File: config.mk
export PLATFORM = sky130hd
export DESIGN_NAME = ir_pulse_train_encoder
export DESIGN_NICKNAME = d
export VERILOG_FILES = /design/src/irpte_pkg.sv /design/src/ir_pulse_train_encoder.sv
export SDC_FILE = /design/constraint.sdc
export NUM_CORES = 1
export LEC_CHECK = 0
export ABC_AREA = 1
export CAP_MARGIN = 5
export CORE_ASPECT_RATIO = 2
export CORE_MARGIN = 4
export CORE_UTILIZATION = 40
export CTS_CLUSTER_SIZE = 20
export DETAILED_ROUTE_END_ITERATION = 10
export DONT_BUFFER_PORTS = 1
export HOLD_SLACK_MARGIN = 0.08
export PLACE_DENSITY = 0.52
export SYNTH_ARGS = -nofsm -noshare
export SYNTH_HDL_FRONTEND = slang
export SYNTH_SLANG_ARGS = --single-unit
File: constraint.sdc
create_clock -name clk -period 9.35 [get_ports clk]
set_input_delay 0 -clock clk [delete_from_list [all_inputs] [get_ports clk]]
set_output_delay 0 -clock clk [all_outputs]
set_load 0.005 [all_outputs]
File: src/irpte_pkg.sv
// Package for the infrared pulse train encoder: sequencer states, register indexes, constants.
package irpte_pkg;

  localparam int PERIOD_WIDTH_DEF = 20;
  localparam int TIME_WIDTH       = 16;
  localparam int BYTE_WIDTH       = 8;
  localparam int CFG_INDEX_WIDTH  = 4;

  localparam logic [TIME_WIDTH-1:0] CHUNK_MAX = 16'hFFFF;

  typedef enum logic [2:0] {
    ST_IDLE,
    ST_HEAD,
    ST_BITS,
    ST_TRAIL,
    ST_GAP
  } state_t;

  typedef enum logic [CFG_INDEX_WIDTH-1:0] {
    REG_HEADER_MARK  = 4'd0,
    REG_HEADER_SPACE = 4'd1,
    REG_ONE_MARK     = 4'd2,
    REG_ONE_SPACE    = 4'd3,
    REG_ZERO_MARK    = 4'd4,
    REG_ZERO_SPACE   = 4'd5,
    REG_TRAIL_MARK   = 4'd6,
    REG_FRAME_PERIOD = 4'd7
  } reg_index_t;

endpackage

File: src/ir_pulse_train_encoder.sv
// Infrared pulse-distance frame encoder: frame bytes in, mark/space pulses out.
//
//   channel | direction | handshake            | payload
//   --------+-----------+----------------------+--------------------------------------
//   in      | input     | in_valid / in_ready   | frame_byte[7:0], last_byte
//   out     | output    | out_valid / out_ready | mark_time[15:0], space_time[15:0],
//           |           |                      | last_pulse
//   cfg     | input     | cfg_valid / cfg_ready | cfg_index[3:0], cfg_data[PERIOD_WIDTH-1:0]
//
// A request is taken only while the sequencer is idle; the byte then shifts out of an
// 8-bit shift register, one bit and one pulse per cycle into the output register.
// A frame's first byte is preceded by a header pulse; after its last byte a trailer step
// charges the trailer mark, then ceil(gap / 65535) gap pulses follow (at least one).
// Output stalls hold the sequencer; the next request is taken while the final pulse
// still waits in the output register. cfg_ready is always high.
// rst (synchronous) clears state, frame and config registers and out_valid, not payloads.
module ir_pulse_train_encoder #(
  parameter int PERIOD_WIDTH = irpte_pkg::PERIOD_WIDTH_DEF
) (
  input  logic                                  clk,
  input  logic                                  rst,
  input  logic                                  in_valid,
  output logic                                  in_ready,
  input  logic [irpte_pkg::BYTE_WIDTH-1:0]      frame_byte,
  input  logic                                  last_byte,
  output logic                                  out_valid,
  input  logic                                  out_ready,
  output logic [irpte_pkg::TIME_WIDTH-1:0]      mark_time,
  output logic [irpte_pkg::TIME_WIDTH-1:0]      space_time,
  output logic                                  last_pulse,
  input  logic                                  cfg_valid,
  output logic                                  cfg_ready,
  input  logic [irpte_pkg::CFG_INDEX_WIDTH-1:0] cfg_index,
  input  logic [PERIOD_WIDTH-1:0]               cfg_data
);
  import irpte_pkg::*;

  localparam int AMT_WIDTH = TIME_WIDTH + 1;

  // configuration registers
  logic [TIME_WIDTH-1:0]   header_mark, header_space, one_mark, one_space;
  logic [TIME_WIDTH-1:0]   zero_mark, zero_space, trail_mark;
  logic [PERIOD_WIDTH-1:0] frame_period;

  // sequencer state
  state_t                  state, state_next;
  logic                    in_frame, in_frame_next;
  logic [PERIOD_WIDTH-1:0] remaining, remaining_next;
  logic [BYTE_WIDTH-1:0]   shreg, shreg_next;
  logic [2:0]              bit_cnt, bit_cnt_next;
  logic                    last_flag, last_flag_next;
  logic                    first_chunk, first_chunk_next;

  // output register
  logic                    out_valid_next;
  logic [TIME_WIDTH-1:0]   mark_time_next, space_time_next;
  logic                    last_pulse_next;

  logic                    gen;
  logic [AMT_WIDTH-1:0]    amt;
  logic [PERIOD_WIDTH-1:0] amt_ext, rem_consumed;
  logic                    rem_big;

  assign cfg_ready = 1'b1;
  assign in_ready  = (state == ST_IDLE);
  // the output register is free to take a new pulse
  assign gen       = !out_valid || out_ready;

  // time charged against the frame by the current step
  always_comb begin
    case (state)
      ST_HEAD:  amt = {1'b0, header_mark} + {1'b0, header_space};
      ST_BITS:  amt = shreg[BYTE_WIDTH-1] ? ({1'b0, one_mark} + {1'b0, one_space})
                                          : ({1'b0, zero_mark} + {1'b0, zero_space});
      ST_TRAIL: amt = {1'b0, trail_mark};
      default:  amt = '0;
    endcase
  end

  assign amt_ext      = {{(PERIOD_WIDTH-AMT_WIDTH){1'b0}}, amt};
  // saturate the remaining frame time at zero
  assign rem_consumed = (remaining > amt_ext) ? (remaining - amt_ext) : '0;
  assign rem_big      = |remaining[PERIOD_WIDTH-1:TIME_WIDTH];

  always_comb begin
    state_next       = state;
    in_frame_next    = in_frame;
    remaining_next   = remaining;
    shreg_next       = shreg;
    bit_cnt_next     = bit_cnt;
    last_flag_next   = last_flag;
    first_chunk_next = first_chunk;
    out_valid_next   = out_valid && !out_ready;
    mark_time_next   = mark_time;
    space_time_next  = space_time;
    last_pulse_next  = last_pulse;

    case (state)
      ST_IDLE: begin
        if (in_valid) begin
          shreg_next     = frame_byte;
          last_flag_next = last_byte;
          bit_cnt_next   = '0;
          if (!in_frame) begin
            // a new frame: load the period, open with the header
            remaining_next = frame_period;
            state_next     = ST_HEAD;
          end else begin
            state_next = ST_BITS;
          end
        end
      end
      ST_HEAD: begin
        if (gen) begin
          out_valid_next  = 1'b1;
          mark_time_next  = header_mark;
          space_time_next = header_space;
          last_pulse_next = 1'b0;
          remaining_next  = rem_consumed;
          in_frame_next   = 1'b1;
          state_next      = ST_BITS;
        end
      end
      ST_BITS: begin
        if (gen) begin
          out_valid_next  = 1'b1;
          mark_time_next  = shreg[BYTE_WIDTH-1] ? one_mark : zero_mark;
          space_time_next = shreg[BYTE_WIDTH-1] ? one_space : zero_space;
          remaining_next  = rem_consumed;
          // advance to the next bit, MSB first
          shreg_next      = {shreg[BYTE_WIDTH-2:0], 1'b0};
          bit_cnt_next    = bit_cnt + 3'd1;
          last_pulse_next = 1'b0;
          if (bit_cnt == 3'(BYTE_WIDTH-1)) begin
            if (last_flag) begin
              state_next = ST_TRAIL;
            end else begin
              last_pulse_next = 1'b1;
              state_next      = ST_IDLE;
            end
          end
        end
      end
      ST_TRAIL: begin
        // charge the trailer mark before splitting the gap
        remaining_next   = rem_consumed;
        first_chunk_next = 1'b1;
        state_next       = ST_GAP;
      end
      ST_GAP: begin
        if (gen) begin
          out_valid_next   = 1'b1;
          mark_time_next   = first_chunk ? trail_mark : '0;
          first_chunk_next = 1'b0;
          if (rem_big) begin
            space_time_next = CHUNK_MAX;
            last_pulse_next = 1'b0;
            remaining_next  = remaining - {{(PERIOD_WIDTH-TIME_WIDTH){1'b0}}, CHUNK_MAX};
          end else begin
            space_time_next = remaining[TIME_WIDTH-1:0];
            last_pulse_next = 1'b1;
            remaining_next  = '0;
            in_frame_next   = 1'b0;
            state_next      = ST_IDLE;
          end
        end
      end
      default: begin
        state_next = ST_IDLE;
      end
    endcase
  end

  always_ff @(posedge clk) begin
    if (rst) begin
      state       <= ST_IDLE;
      in_frame    <= 1'b0;
      remaining   <= '0;
      bit_cnt     <= '0;
      last_flag   <= 1'b0;
      first_chunk <= 1'b0;
      out_valid   <= 1'b0;
    end else begin
      state       <= state_next;
      in_frame    <= in_frame_next;
      remaining   <= remaining_next;
      bit_cnt     <= bit_cnt_next;
      last_flag   <= last_flag_next;
      first_chunk <= first_chunk_next;
      out_valid   <= out_valid_next;
    end
  end

  // payload registers hold no reset
  always_ff @(posedge clk) begin
    shreg      <= shreg_next;
    mark_time  <= mark_time_next;
    space_time <= space_time_next;
    last_pulse <= last_pulse_next;
  end

  // configuration writes; an unknown index is dropped
  always_ff @(posedge clk) begin
    if (rst) begin
      header_mark  <= '0;
      header_space <= '0;
      one_mark     <= '0;
      one_space    <= '0;
      zero_mark    <= '0;
      zero_space   <= '0;
      trail_mark   <= '0;
      frame_period <= '0;
    end else if (cfg_valid) begin
      case (cfg_index)
        REG_HEADER_MARK:  header_mark  <= cfg_data[TIME_WIDTH-1:0];
        REG_HEADER_SPACE: header_space <= cfg_data[TIME_WIDTH-1:0];
        REG_ONE_MARK:     one_mark     <= cfg_data[TIME_WIDTH-1:0];
        REG_ONE_SPACE:    one_space    <= cfg_data[TIME_WIDTH-1:0];
        REG_ZERO_MARK:    zero_mark    <= cfg_data[TIME_WIDTH-1:0];
        REG_ZERO_SPACE:   zero_space   <= cfg_data[TIME_WIDTH-1:0];
        REG_TRAIL_MARK:   trail_mark   <= cfg_data[TIME_WIDTH-1:0];
        REG_FRAME_PERIOD: frame_period <= cfg_data;
        default: ;
      endcase
    end
  end

endmodule

==> summary.md, run 1 <==
| Metric | Value |
|---|---|
| Mapped Area | `0.0129 mm^2` |
| Synth Register Bits | `around 200` |
| DP Wirelength | `38300 um` |
| Cells after Synth | `1908` |
| Ys Warns | `0` |
| Setup Fix Bufs, Post-CTS | `0` |
| Post-CTS Resized | `0` |
| TritonCTS clock tree | `yes` |
| GRT Resource Usage Total | `a little over a quarter` |
| # nets final | `slightly above 2000` |
| Vias in the first global route | `around 13000` |
| Rows | `92` |
| Clock Tree Buf Depth | `3` |
| Port Buffers | `0` |
| Gr ovfl total | `0` |
| Clock Sinks | `about 200` |
| Setup crit end kind | `flip-flop` |
| Worst setup SP type | `flip-flop` |
| P&R area growth vs syn | `12.3%` |
| CP peak stage delay | `roughly 0.54 ns` |
| Required time of the critical path | `9.78 ns` |
| I/O Pins | `74` |
| Die footprint | `0.0354 mm^2` |
| Starting Density | `between 40% and 50%` |
| Initial antenna violation count | `0` |
| Number of flops mapped to enable cells by yosys | `slightly above 40` |
| Hold Violations, Final | `0` |
| Worst hold slack | `between 0.1 and 0.15 ns` |
| Crit-path cells | `inv_1 > nand3_2 > inv_2 > buf_4 > o21ai_0 > o221ai_1 > ha_1 > inv_1 > fa_1 > nand3_1 > nand3_1 > nand3b_1 > nand3_1 > nand2_2 > o21ai_0 > nand2_1 > a21oi_2 > dlygate4sd3_1` |
| CP Depth | `18` |
| Largest net degree at the start of global routing | `73` |
| Slew @ Worst Pin | `around 1.1 ns` |
| Crit path from | `state[0]` |
| Worst path slowest cell | `dlygate4sd3_1` |
| 1st-pass router iterations | `6` |
| P_leak | `approximately 6 nW` |
| Antenna cells | `0` |
| Placer Congestion | `about 1.0` |
| Wire length per cell | `roughly 21 um` |
| End of the critical path | `remaining[3]` |
| Max rail drop VDD | `roughly 180 uV` |
| Dpl cell area | `between 0.01 and 0.015 mm^2` |
| Finished Layout Cells | `2364` |
| Sequential area share after synthesis | `about a third` |
| DIE HEIGHT | `roughly 260 um` |
| Maxcap violations | `0` |
| Die width | `135 um` |
| Setup CP Type | `flip-flop to flip-flop` |
| Minimum clock period | `~4.7 ns` |
| Post-synth ARST share | `0%` |
| Netlist cell types | `51` |
| H-tree Lvls | `1` |
| Post-Syn Area per Cell | `slightly below 7 um^2` |
| Setup TNS | `0 ns` |
| Hold WC Path Type | `input port to flip-flop` |
| Crit path top cell by count | `nand3_1` |
| Top_reg_cell synth | `dfxtp_1` |
| Post-Syn Nets | `between 2000 and 2500` |
| CP Max Fanout | `53` |
| WP data arrival | `~5 ns` |
| CTS clk-pin slew, worst paths | `~0.070 ns` |
| Worst reg2reg startpoint | `state[0]` |
| Worst skew pair latency | `between 0.5 and 0.6 ns` |
| Worst R2R Path Depth | `18` |
| R2R Setup Slk | `approximately 4.6 ns` |
| Vias per cell | `5.51` |
| CP Buf/Inv Count | `5` |
| Final Cell Area | `~0.015 mm^2` |
| Post-Route Skew | `just over 0.03 ns` |
| Dpl cells | `between 2000 and 2500` |
| Reg-to-Reg End | `remaining[3]` |
| Clock Tree Root | `clkbuf_16` |
| # hold bufs at CTS | `53` |
| Max-slew violations | `0` |
| Total power | `4.49 mW` |
| Status | `completed` |
| TritonCTS Buffers | `22` |
| Crit share post-route | `between 50% and 60%` |
| First-pass GRT wire length | `about 75000 um` |
| DR DRC count | `0` |
| Worst relative slew slack | `between 20 and 30%` |
| Pwr Density | `just over 300 mW/mm^2` |
| Fmax | `0.212 GHz` |
| Largest delay contributor family on the critical path | `simple AND/OR/NAND/NOR gates` |
| Vias | `about 13000` |
| Number of cells on the worst hold path | `5` |
| Filler cell count | `between 3000 and 4000` |
| Core area | `approximately 0.032 mm^2` |
| Final setup viols | `0` |
| Unrepaired setup endpoints after global routing | `false` |
| Share of cells above drive strength 1 | `under 10%` |
| ANT nets after route | `0` |
| Initial drt markers | `approximately 960` |
| WL final | `49700 um` |
routing by layer:
layer	part of all wire [%]	track usage, %	routed length [um]	up-vias
met1	36	28.1	18000	6130
met4	6.4	15.7	3160	0
li1	-	-	-	6474
met3	3.0	2.78	1480	130
met2	54	52.5	27100	294
met5	0	0	0	-
state kept, by name, indices dropped and copies added (netlist names):
signal / flops
mark_time: 16
frame_period: 20
in_frame: 1
trail_mark: 16
header_mark: 16
last_pulse: 1
last_flag: 1
shreg: 8
zero_mark: 16
remaining: 20
out_valid: 1
one_space: 16
space_time: 16
first_chunk: 1
zero_space: 16
state: 3
one_mark: 16
bit_cnt: 3
header_space: 16
cells by family after synthesis:
| family | synth area share (%) |
|---|---|
| AO/OA/AOI/OAI | 22.4 |
| XOR/XNOR | 0.813 |
| adder cells (fa/ha/maj) | 7.49 |
| buffers and inverters | 8.76 |
| flip-flops | 34.6 |
| other | 0.0290 |
| AND/OR/NAND/NOR | 25.9 |
cell type report:
cell class	count	area (um^2)	area share (%)
Clock inverter	12	134	0.922
Sequential cell	203	4470	30.8
Clock buffer	28	594	4.09
Multi-Input combinational cell	1416	7330	50.5
Inverter	214	805	5.54
Tap cell	423	529	3.65
Timing Repair Buffer	68	653	4.50
layout by cell type (no fill, tap or decap), types with 23 or more instances in the layout:
cell type      count
a21oi_1          197
clkbuf_16         23
dfxtp_1          162
dlygate4sd3_1     52
edfxtp_1          41
ha_1              71
inv_1            204
nand2_1          361
nand3_1          121
nor2_1           268
o211ai_1          34
o21ai_0          206
metrics by stage:
step / util [%] / setup WS [ns]
2_1_floorplan: - / 6.20
3_3_place_gp: 41.7 / 4.96
3_5_place_dp: 41.7 / 4.87
4_1_cts: 45.7 / 4.62
5_1_grt: 45.7 / 4.40
6_report: 45.7 / 4.62
worst reg2reg max path: cells and delay by family (launching register included):
family	cells	cell delay [ns]
compound gates	4	0.78
fa+ha+maj	2	0.65
buf+inv	5	1.38
flops	1	0.33
simple gates	7	1.48
cells in the mapped netlist, types with 2 or more instances:
master       n  area [um^2]
clkbuf_1    58          218
nand3_1    121          606
a31oi_1      4         25.0
inv_2        6         22.5
ha_1        71          888
buf_6        5         56.3
buf_4        2         15.0
clkinv_1     3         11.3
edfxtp_1    41         1230
o21ai_0    206         1030
a31o_2       3         26.3
a21o_1       2         15.0
a21oi_2      2         17.5
o21ai_1      5         25.0
o311ai_0     9         78.8
nor2_2       3         18.8
nand4_1     11         68.8
a21boi_0     6         45.0
nor2_1     271         1020
nor3_1      17         85.1
nand3b_1     7         52.6
nor4_1       2         12.5
a21oi_1    197          986
or2_2       14         87.6
nand2_2      5         31.3
o221ai_1    14          123
buf_1        8         30.0
xor2_1       4         35.0
dfxtp_1    162         3240
fa_1         4         80.1
o211ai_1    34          255
o21bai_1     8         60.1
nand2_1    361         1360
inv_1      205          769
xnor2_1      8         70.1
o22ai_1      2         12.5
o31ai_1      2         15.0
o2111ai_1   12          105
worst min path at each step:
stage	from	to	slack, ns
after floorplan	rst	first_chunk	0.07
after global placement	rst	remaining[15]	0.07
after detailed placement	rst	out_valid	0.08
after CTS	cfg_index[2]	zero_space[2]	0.08
after global routing	cfg_index[2]	zero_space[2]	0.12
final	cfg_index[1]	frame_period[0]	0.10
power by group:
| group | total [mW] | internal (mW) | switching, mW |
|---|---|---|---|
| combinational | 2.32 | 0.666 | 1.65 |
| clock | 0.912 | 0.512 | 0.400 |
| sequential | 1.27 | 1.10 | 0.166 |
Note: power is estimated with default switching activity, not from simulation.
==> run 2: changes to the inputs <==
- ABC_AREA: 1 -> 0
- PLACE_DENSITY: 0.52 -> 0.54
- clock period: 9.35 -> 3.8 ns (I/O delays scaled with it)
==> run 2 against run 1 <==
  * The run now ends with negative setup slack left
  * Register-to-register slack worse by 5.1 ns
  * Combinational power up 82%
  * Global-route usage fell by 2.3 points
  * Clock skew is 0.020 ns lower
  * Non-clock buffer count rose by 310
  * Synthesized cell count fell by 24%
  * First-iteration DRC count fell by 7.5%
  * Routed wire length down 13%
  * Sequential share of layout area shrank 3.9 points
  * Clock power rose by 140%
  * Cell count is 9.7% lower
  * Sequential power is 130% higher
  * Largest power group unchanged
==> summary.md, run 2 <==
| Metric | Value |
|---|---|
| Port Buffers | `0` |
| Gr ovfl total | `0` |
| CP Buf/Inv Count | `1` |
| Share of cells above drive strength 1 | `about a fifth` |
| R2R Setup Slk | `-0.50 ns` |
| TritonCTS Buffers | `21` |
| Rows | `89` |
| Worst skew pair latency | `0.52 ns` |
| Wire length per cell | `about 20 um` |
| Largest family of logic cells by synthesized area | `compound AO/OA/AOI/OAI gates` |
| Area contributors post-synth | `dfxtp_1 (27%), edfxtp_1 (10%), mux2i_1 (8.3%)` |
| Combinational share of power | `around 46%` |
| Commonest cells in the netlist | `nand2_1 (221), dfxtp_1 (162), a21oi_1 (138), nor2_1 (138), mux2i_1 (100)` |
| 1st-pass router iterations | `6` |
| Hold Violations, Final | `0` |
| Max-slew violations | `0` |
| GRT Resource Usage Total | `approximately 25%` |
| # nets final | `between 1500 and 2000` |
| Clock Sinks | `slightly above 200` |
| Required time of the critical path | `roughly 4.2 ns` |
| Max rail drop VDD | `roughly 360 uV` |
| WL final | `~43000 um` |
| Ys Warns | `0` |
| Failing checks | `negative setup slack` |
| Mux cell area share after synthesis | `under 10%` |
| Core area | `around 0.030 mm^2` |
| Largest net degree at the start of global routing | `112` |
| Yosys top cell by area | `dfxtp_1` |
| Antenna cells | `0` |
| Post-Syn Area per Cell | `between 8 and 9 um^2` |
| Internal power | `5.60 mW` |
| Sequential area share after synthesis | `between 30% and 40%` |
| H-tree Lvls | `1` |
| Top-area cell type share of the netlist area | `between 20% and 30%` |
| Fraction of the mapped netlist area in compound gates | `~20%` |
| Slew @ Worst Pin | `about 1.2 ns` |
| CP peak stage delay | `around 0.39 ns` |
| Final Cell Area | `between 0.015 and 0.02 mm^2` |
| CTS clk-pin slew, worst paths | `roughly 0.070 ns` |
| P&R area growth vs syn | `37.7%` |
| Netlist cell types | `73` |
| Part of the power in registers | `31.0%` |
| Post-Syn Nets | `between 1500 and 2000` |
| Number of flops mapped to enable cells by yosys | `41` |
| Pwr Density | `553 mW/mm^2` |
| Crit share post-route | `113%` |
| Fmax | `approximately 0.23 GHz` |
| Synth Area in XOR/XNOR | `around 4.4%` |
| Worst setup SP type | `flip-flop` |
| Initial drt markers | `approximately 900` |
| Cells after Synth | `around 1500` |
| Crit-path cells | `ha_4 > or3_4 > or3b_1 > o221a_1 > a211o_1 > xor2_1 > a221o_1 > a21oi_4 > ha_4 > a21o_1 > a21o_1 > a21oi_2 > o21bai_2 > a211oi_4 > nor2_4 > buf_4 > a221oi_4 > nor3_2` |
| Initial antenna violation count | `0` |
| DP Wirelength | `slightly above 30000 um` |
| Top_reg_cell synth | `dfxtp_1` |
| Unrepaired setup endpoints after global routing | `true` |
| Largest delay contributor family on the critical path | `compound AO/OA/AOI/OAI gates` |
| I/O Pins | `74` |
| Setup crit end kind | `flip-flop` |
| Placer Congestion | `between 0.9 and 1` |
| Die width | `~130 um` |
| Clock Tree Root | `clkbuf_16` |
| P_leak | `7.21 nW` |
| Worst relative slew slack | `20.7%` |
| ANT nets after route | `0` |
| DR DRC count | `0` |
| Switch Pwr | `around 3.6 mW` |
| Most frequent cells in the layout | `buf_4 (220), nand2_1 (218), dfxtp_1 (154)` |
| DIE HEIGHT | `between 200 and 300 um` |
| Synth Area in Simple Gates | `a little under a fifth` |
| Die footprint | `between 0.03 and 0.04 mm^2` |
| Clock power share | `between 20% and 30%` |
| Starting Density | `between 40% and 50%` |
| Final setup viols | `20` |
| Most common cell after layout, fill and taps aside | `buf_4` |
| Maxcap violations | `0` |
| Mapped Area | `between 0.01 and 0.015 mm^2` |
| Largest regs | `frame_period (20), remaining (20)` |
| First-pass GRT wire length | `approximately 67000 um` |
| Vias in the first global route | `about 12000` |
| Count leader, synth | `nand2_1` |
| TritonCTS clock tree | `yes` |
| Synth Area in Adders | `under 10%` |
| Clock Tree Buf Depth | `3` |
| Synth Register Bits | `203` |
| Worst hold slack | `between 0.1 and 0.15 ns` |
| Hold WC Path Type | `input port to flip-flop` |
| Sw frac | `around two fifths` |
| Post-synth ARST share | `0%` |
| Dpl cell area | `approximately 0.014 mm^2` |
| Worst path slowest cell | `or3_4` |
| CP Max Fanout | `8` |
| Final WS setup | `-0.500 ns` |
| Status | `complete, but fails checks` |
| Setup CP Type | `flip-flop to flip-flop` |
| WP data arrival | `roughly 4.7 ns` |
| Pre-CTS WS | `-0.725 ns` |
| Post-Route Skew | `0.0106 ns` |
| Total power | `just over 9 mW` |
| Layout Utilization | `around 56%` |
| Minimum clock period | `about 4.3 ns` |
| Vias per cell | `around 5.6` |
| Vias | `11972` |
## run 2: cell count changes in the layout (fill, tap and decap cells not counted), moves of 99 or more
cell and change:
buf_4 +205, inv_1 -180, mux2i_1 +100, nand2_1 -143
nand3_1 -99, nor2_1 -133, o21ai_0 -126
## run 2: metrics by stage
| stage | std cells | TNS, ns |
|---|---|---|
| after detailed placement | 1925 | -12.40 |
| after global routing | 2135 | -11.43 |
| after floorplan | 1452 | -2.82 |
| after global placement | 1925 | -11.10 |
| after CTS | 2121 | -7.12 |
| final | 2135 | -8.03 |
## run 2: final cells by class
type,count,area [um^2]
Fill cell,2761,13000
Inverter,24,90.1
Clock buffer,26,574
Timing Repair Buffer,378,3280
Clock inverter,11,111
Sequential cell,203,4480
Tap cell,364,455
Multi-Input combinational cell,1129,7690
## run 2: routing by layer
layer,wire length (um),GRT usage [%]
met1,16600,28.0
met2,23000,48.0
met3,1680,2.39
met4,2160,12.3
met5,0,0
## run 2: cell families after synthesis
family	count (synthesis)
AND/OR/NAND/NOR	502
AO/OA/AOI/OAI	388
flip-flops	203
buffers and inverters	120
multiplexers	102
adder cells (fa/ha/maj)	75
XOR/XNOR	61
other	1
## run 2: worst paths after layout
check                               startpoint               end  cells after the start
worst min-delay path                       rst  frame_period[17]                      2
worst min register to register        shreg[1]          shreg[2]                      2
worst max-delay path            header_mark[6]      remaining[6]                     18
worst max register to register  header_mark[6]      remaining[6]                     18
## run 2: repair_timing
action | CTS | global route
pin swaps | 34 | 24
resized for setup | 46 | 43
hold endpoints to repair | 170 | 0
cloned | 0 | 0
buffers inserted | 9 | 15
hold buffers | 151 | 0
setup endpoints to repair | 20 | 20
## run 2: worst reg2reg max path, cell delays in order, from the launching register on
cell,delay [ns]
dfxtp_2,0.34
ha_4,0.15
or3_4,0.39
or3b_1,0.37
o221a_1,0.26
a211o_1,0.31
xor2_1,0.16
a221o_1,0.33
a21oi_4,0.18
ha_4,0.23
a21o_1,0.16
a21o_1,0.18
a21oi_2,0.17
o21bai_2,0.11
a211oi_4,0.23
nor2_4,0.13
buf_4,0.16
a221oi_4,0.26
nor3_2,0.07
## run 2: power by group through the flow
stage,Clock [mW],Sequential [mW],Combinational [mW]
6_report,2.15,2.86,4.23
5_1_grt,2.25,2.89,4.56
4_1_cts,2.18,2.86,3.85
3_5_place_dp,0,2.90,3.56
3_3_place_gp,0,2.90,3.55
2_1_floorplan,0,2.81,2.27
==> run 3: changes to the inputs <==
- CORE_UTILIZATION: 40 -> 50
- GPL_TIMING_DRIVEN: not set -> 0
- PLACE_DENSITY: 0.54 -> 0.66
==> run 3 against run 2 <==
  * Worst hold slack lost 0.00080 ns
  * First-iteration DRC count decreased by 2.7%
  * Clock power up 8%
  * The run still ends with negative setup slack left
  * Non-clock buffer count is 209 lower
  * Highest routed layer unchanged
==> summary.md, run 3 (synthesis results as in run 2) <==
| Metric | Value |
|---|---|
| Status | `complete, but fails checks` |
| Failing checks | `negative setup slack` |
| Worst hold slack | `around 0.1 ns` |
| Largest regs | `frame_period (20), remaining (20)` |
| CTS clk-pin slew, worst paths | `0.07 ns` |
| Post-Route Skew | `~0.018 ns` |
| Dpl cell area | `roughly 0.013 mm^2` |
| Initial antenna violation count | `0` |
| H-tree Lvls | `1` |
| TritonCTS clock tree | `yes` |
| Port Buffers | `0` |
| Most frequent cells in the layout | `nand2_1 (219), dfxtp_1 (152), nor2_1 (133)` |
| Clock Sinks | `roughly 200` |
| WL final | `44500 um` |
| Hold WC Path Type | `input port to flip-flop` |
| Unrepaired setup endpoints after global routing | `true` |
| Pre-CTS WS | `-1.30 ns` |
| Fmax | `roughly 0.22 GHz` |
| Initial drt markers | `between 800 and 900` |
| P&R area growth vs syn | `19.8%` |
| Required time of the critical path | `4.18 ns` |
| Filler cell count | `about 2100` |
| CP Depth | `18` |
| CP Buf/Inv Count | `1` |
| Pwr Density | `646 mW/mm^2` |
| Max-slew violations | `0` |
| Setup TNS | `-13.99 ns` |
| I/O Pins | `74` |
| Max rail drop VDD | `416 uV` |
| Final WS setup | `-0.772 ns` |
| # nets final | `between 1500 and 2000` |
| P_leak | `~5.7 nW` |
| Rows | `80` |
| DIE HEIGHT | `about 230 um` |
| Hold Violations, Final | `0` |
| Vias | `about 11000` |
| TritonCTS Buffers | `21` |
| Worst skew pair latency | `0.53 ns` |
| Die width | `about 120 um` |
| Worst relative slew slack | `a little over a quarter` |
| Minimum clock period | `around 4.6 ns` |
| Die footprint | `~0.027 mm^2` |
| Worst setup SP type | `flip-flop` |
| Number of cells on the worst hold path | `2` |
| Starting Density | `between 50% and 60%` |
| Maxcap violations | `0` |
| Largest net degree at the start of global routing | `21` |
| Share of cells above drive strength 1 | `11.7%` |
| Final setup viols | `20` |
| Vias per cell | `roughly 6.2` |
| Crit-path cells | `ha_4 > or3_4 > or3b_1 > o221a_1 > a211o_1 > xor2_1 > a221o_1 > a21oi_4 > ha_4 > a21o_1 > a21o_1 > a21oi_2 > o21bai_2 > a211oi_4 > nor2_4 > buf_6 > a221oi_4 > nor4_2` |
| Setup CP Type | `flip-flop to flip-flop` |
| Slew @ Worst Pin | `1.10 ns` |
| 1st-pass router iterations | `5` |
| Clock Tree Buf Depth | `3` |
| Clock Tree Root | `clkbuf_16` |
| Most common cell after layout, fill and taps aside | `nand2_1` |
| WP data arrival | `between 4 and 5 ns` |
| Final Cell Area | `between 0.01 and 0.015 mm^2` |
| Wire length per cell | `around 24 um` |
| Core area | `~0.024 mm^2` |
| Vias in the first global route | `around 12000` |
| DR DRC count | `0` |
| GRT Resource Usage Total | `roughly 32%` |
| ANT nets after route | `0` |
| Setup crit end kind | `flip-flop` |
| Worst R2R Path Depth | `18` |
| CP peak stage delay | `about 0.4 ns` |
| CP Max Fanout | `5` |
| Gr ovfl total | `0` |
| Largest delay contributor family on the critical path | `compound AO/OA/AOI/OAI gates` |
| Worst path slowest cell | `or3_4` |
| First-pass GRT wire length | `a little under 70000 um` |
| DP Wirelength | `around 34000 um` |
| Crit share post-route | `120%` |
| Antenna cells | `0` |
| Placer Congestion | `approximately 1.0` |
## run 3: changes by cell type in the layout (fill, tap and decap cells not counted), moves of 4 or more
cell,previous run,this run
a21oi_2,16,10
buf_4,220,25
clkbuf_2,0,7
a21oi_1,121,126
clkbuf_1,2,82
dlygate4sd3_1,150,38
ha_1,61,57
buf_6,5,10
## run 3: metal layers
metal	GRT usage, %	share of wire [%]	up-vias
li1	-	-	5384
met4	24.6	8.7	0
met5	0	0	-
met3	3.47	4.0	212
met1	31.6	34	5430
met2	60.6	53	451
## run 3: final timing paths
check / from / endpoint / slack, ns
max reg2reg: header_mark[5] / remaining[11] / -0.77
max: header_mark[5] / remaining[11] / -0.77
min: rst / remaining[17] / 0.1
min reg2reg: bit_cnt[1] / bit_cnt[1] / 0.46
## run 3: final cells by class
class | count | area (um^2) | share of cell area, %
Multi-Input combinational cell | 1129 | 7710 | 53.1
Sequential cell | 203 | 4490 | 30.9
Timing Repair Buffer | 74 | 721 | 4.96
Clock buffer | 26 | 596 | 4.10
Buffer | 95 | 390 | 2.69
Tap cell | 287 | 359 | 2.47
Clock inverter | 11 | 166 | 1.15
Inverter | 24 | 90.1 | 0.620
## run 3: timing repair
action                     CTS  global route
hold endpoints to repair   149             0
hold buffers                38             0
buffers inserted            29             8
setup endpoints to repair   20            20
gates resized for setup     75            48
pin swaps                   31            38
## run 3: worst register-to-register path, cell delays in order (launching register included)
cell      delay, ns
dfxtp_4        0.36
ha_4           0.16
or3_4          0.40
or3b_1         0.38
o221a_1        0.24
a211o_1        0.32
xor2_1         0.16
a221o_1        0.37
a21oi_4        0.22
ha_4           0.24
a21o_1         0.20
a21o_1         0.19
a21oi_2        0.17
o21bai_2       0.11
a211oi_4       0.30
nor2_4         0.12
buf_6          0.14
a221oi_4       0.28
nor4_2         0.07
## run 3: power breakdown
group	switching, mW	total [mW]	internal (mW)	leakage, nW
logic	2.62	4.20	1.57	3.57
clock network	0.934	2.32	1.39	0.369
registers	0.290	2.87	2.58	1.71
## run 3: through the flow
stage	utilization (%)	power, mW	cells
floorplan	-	5.08	1452
global placement	52.5	6.14	1739
detailed placement	52.7	6.21	1741
CTS	59.7	9.05	1844
global route	60.7	9.77	1849
finish	60.7	9.39	1849
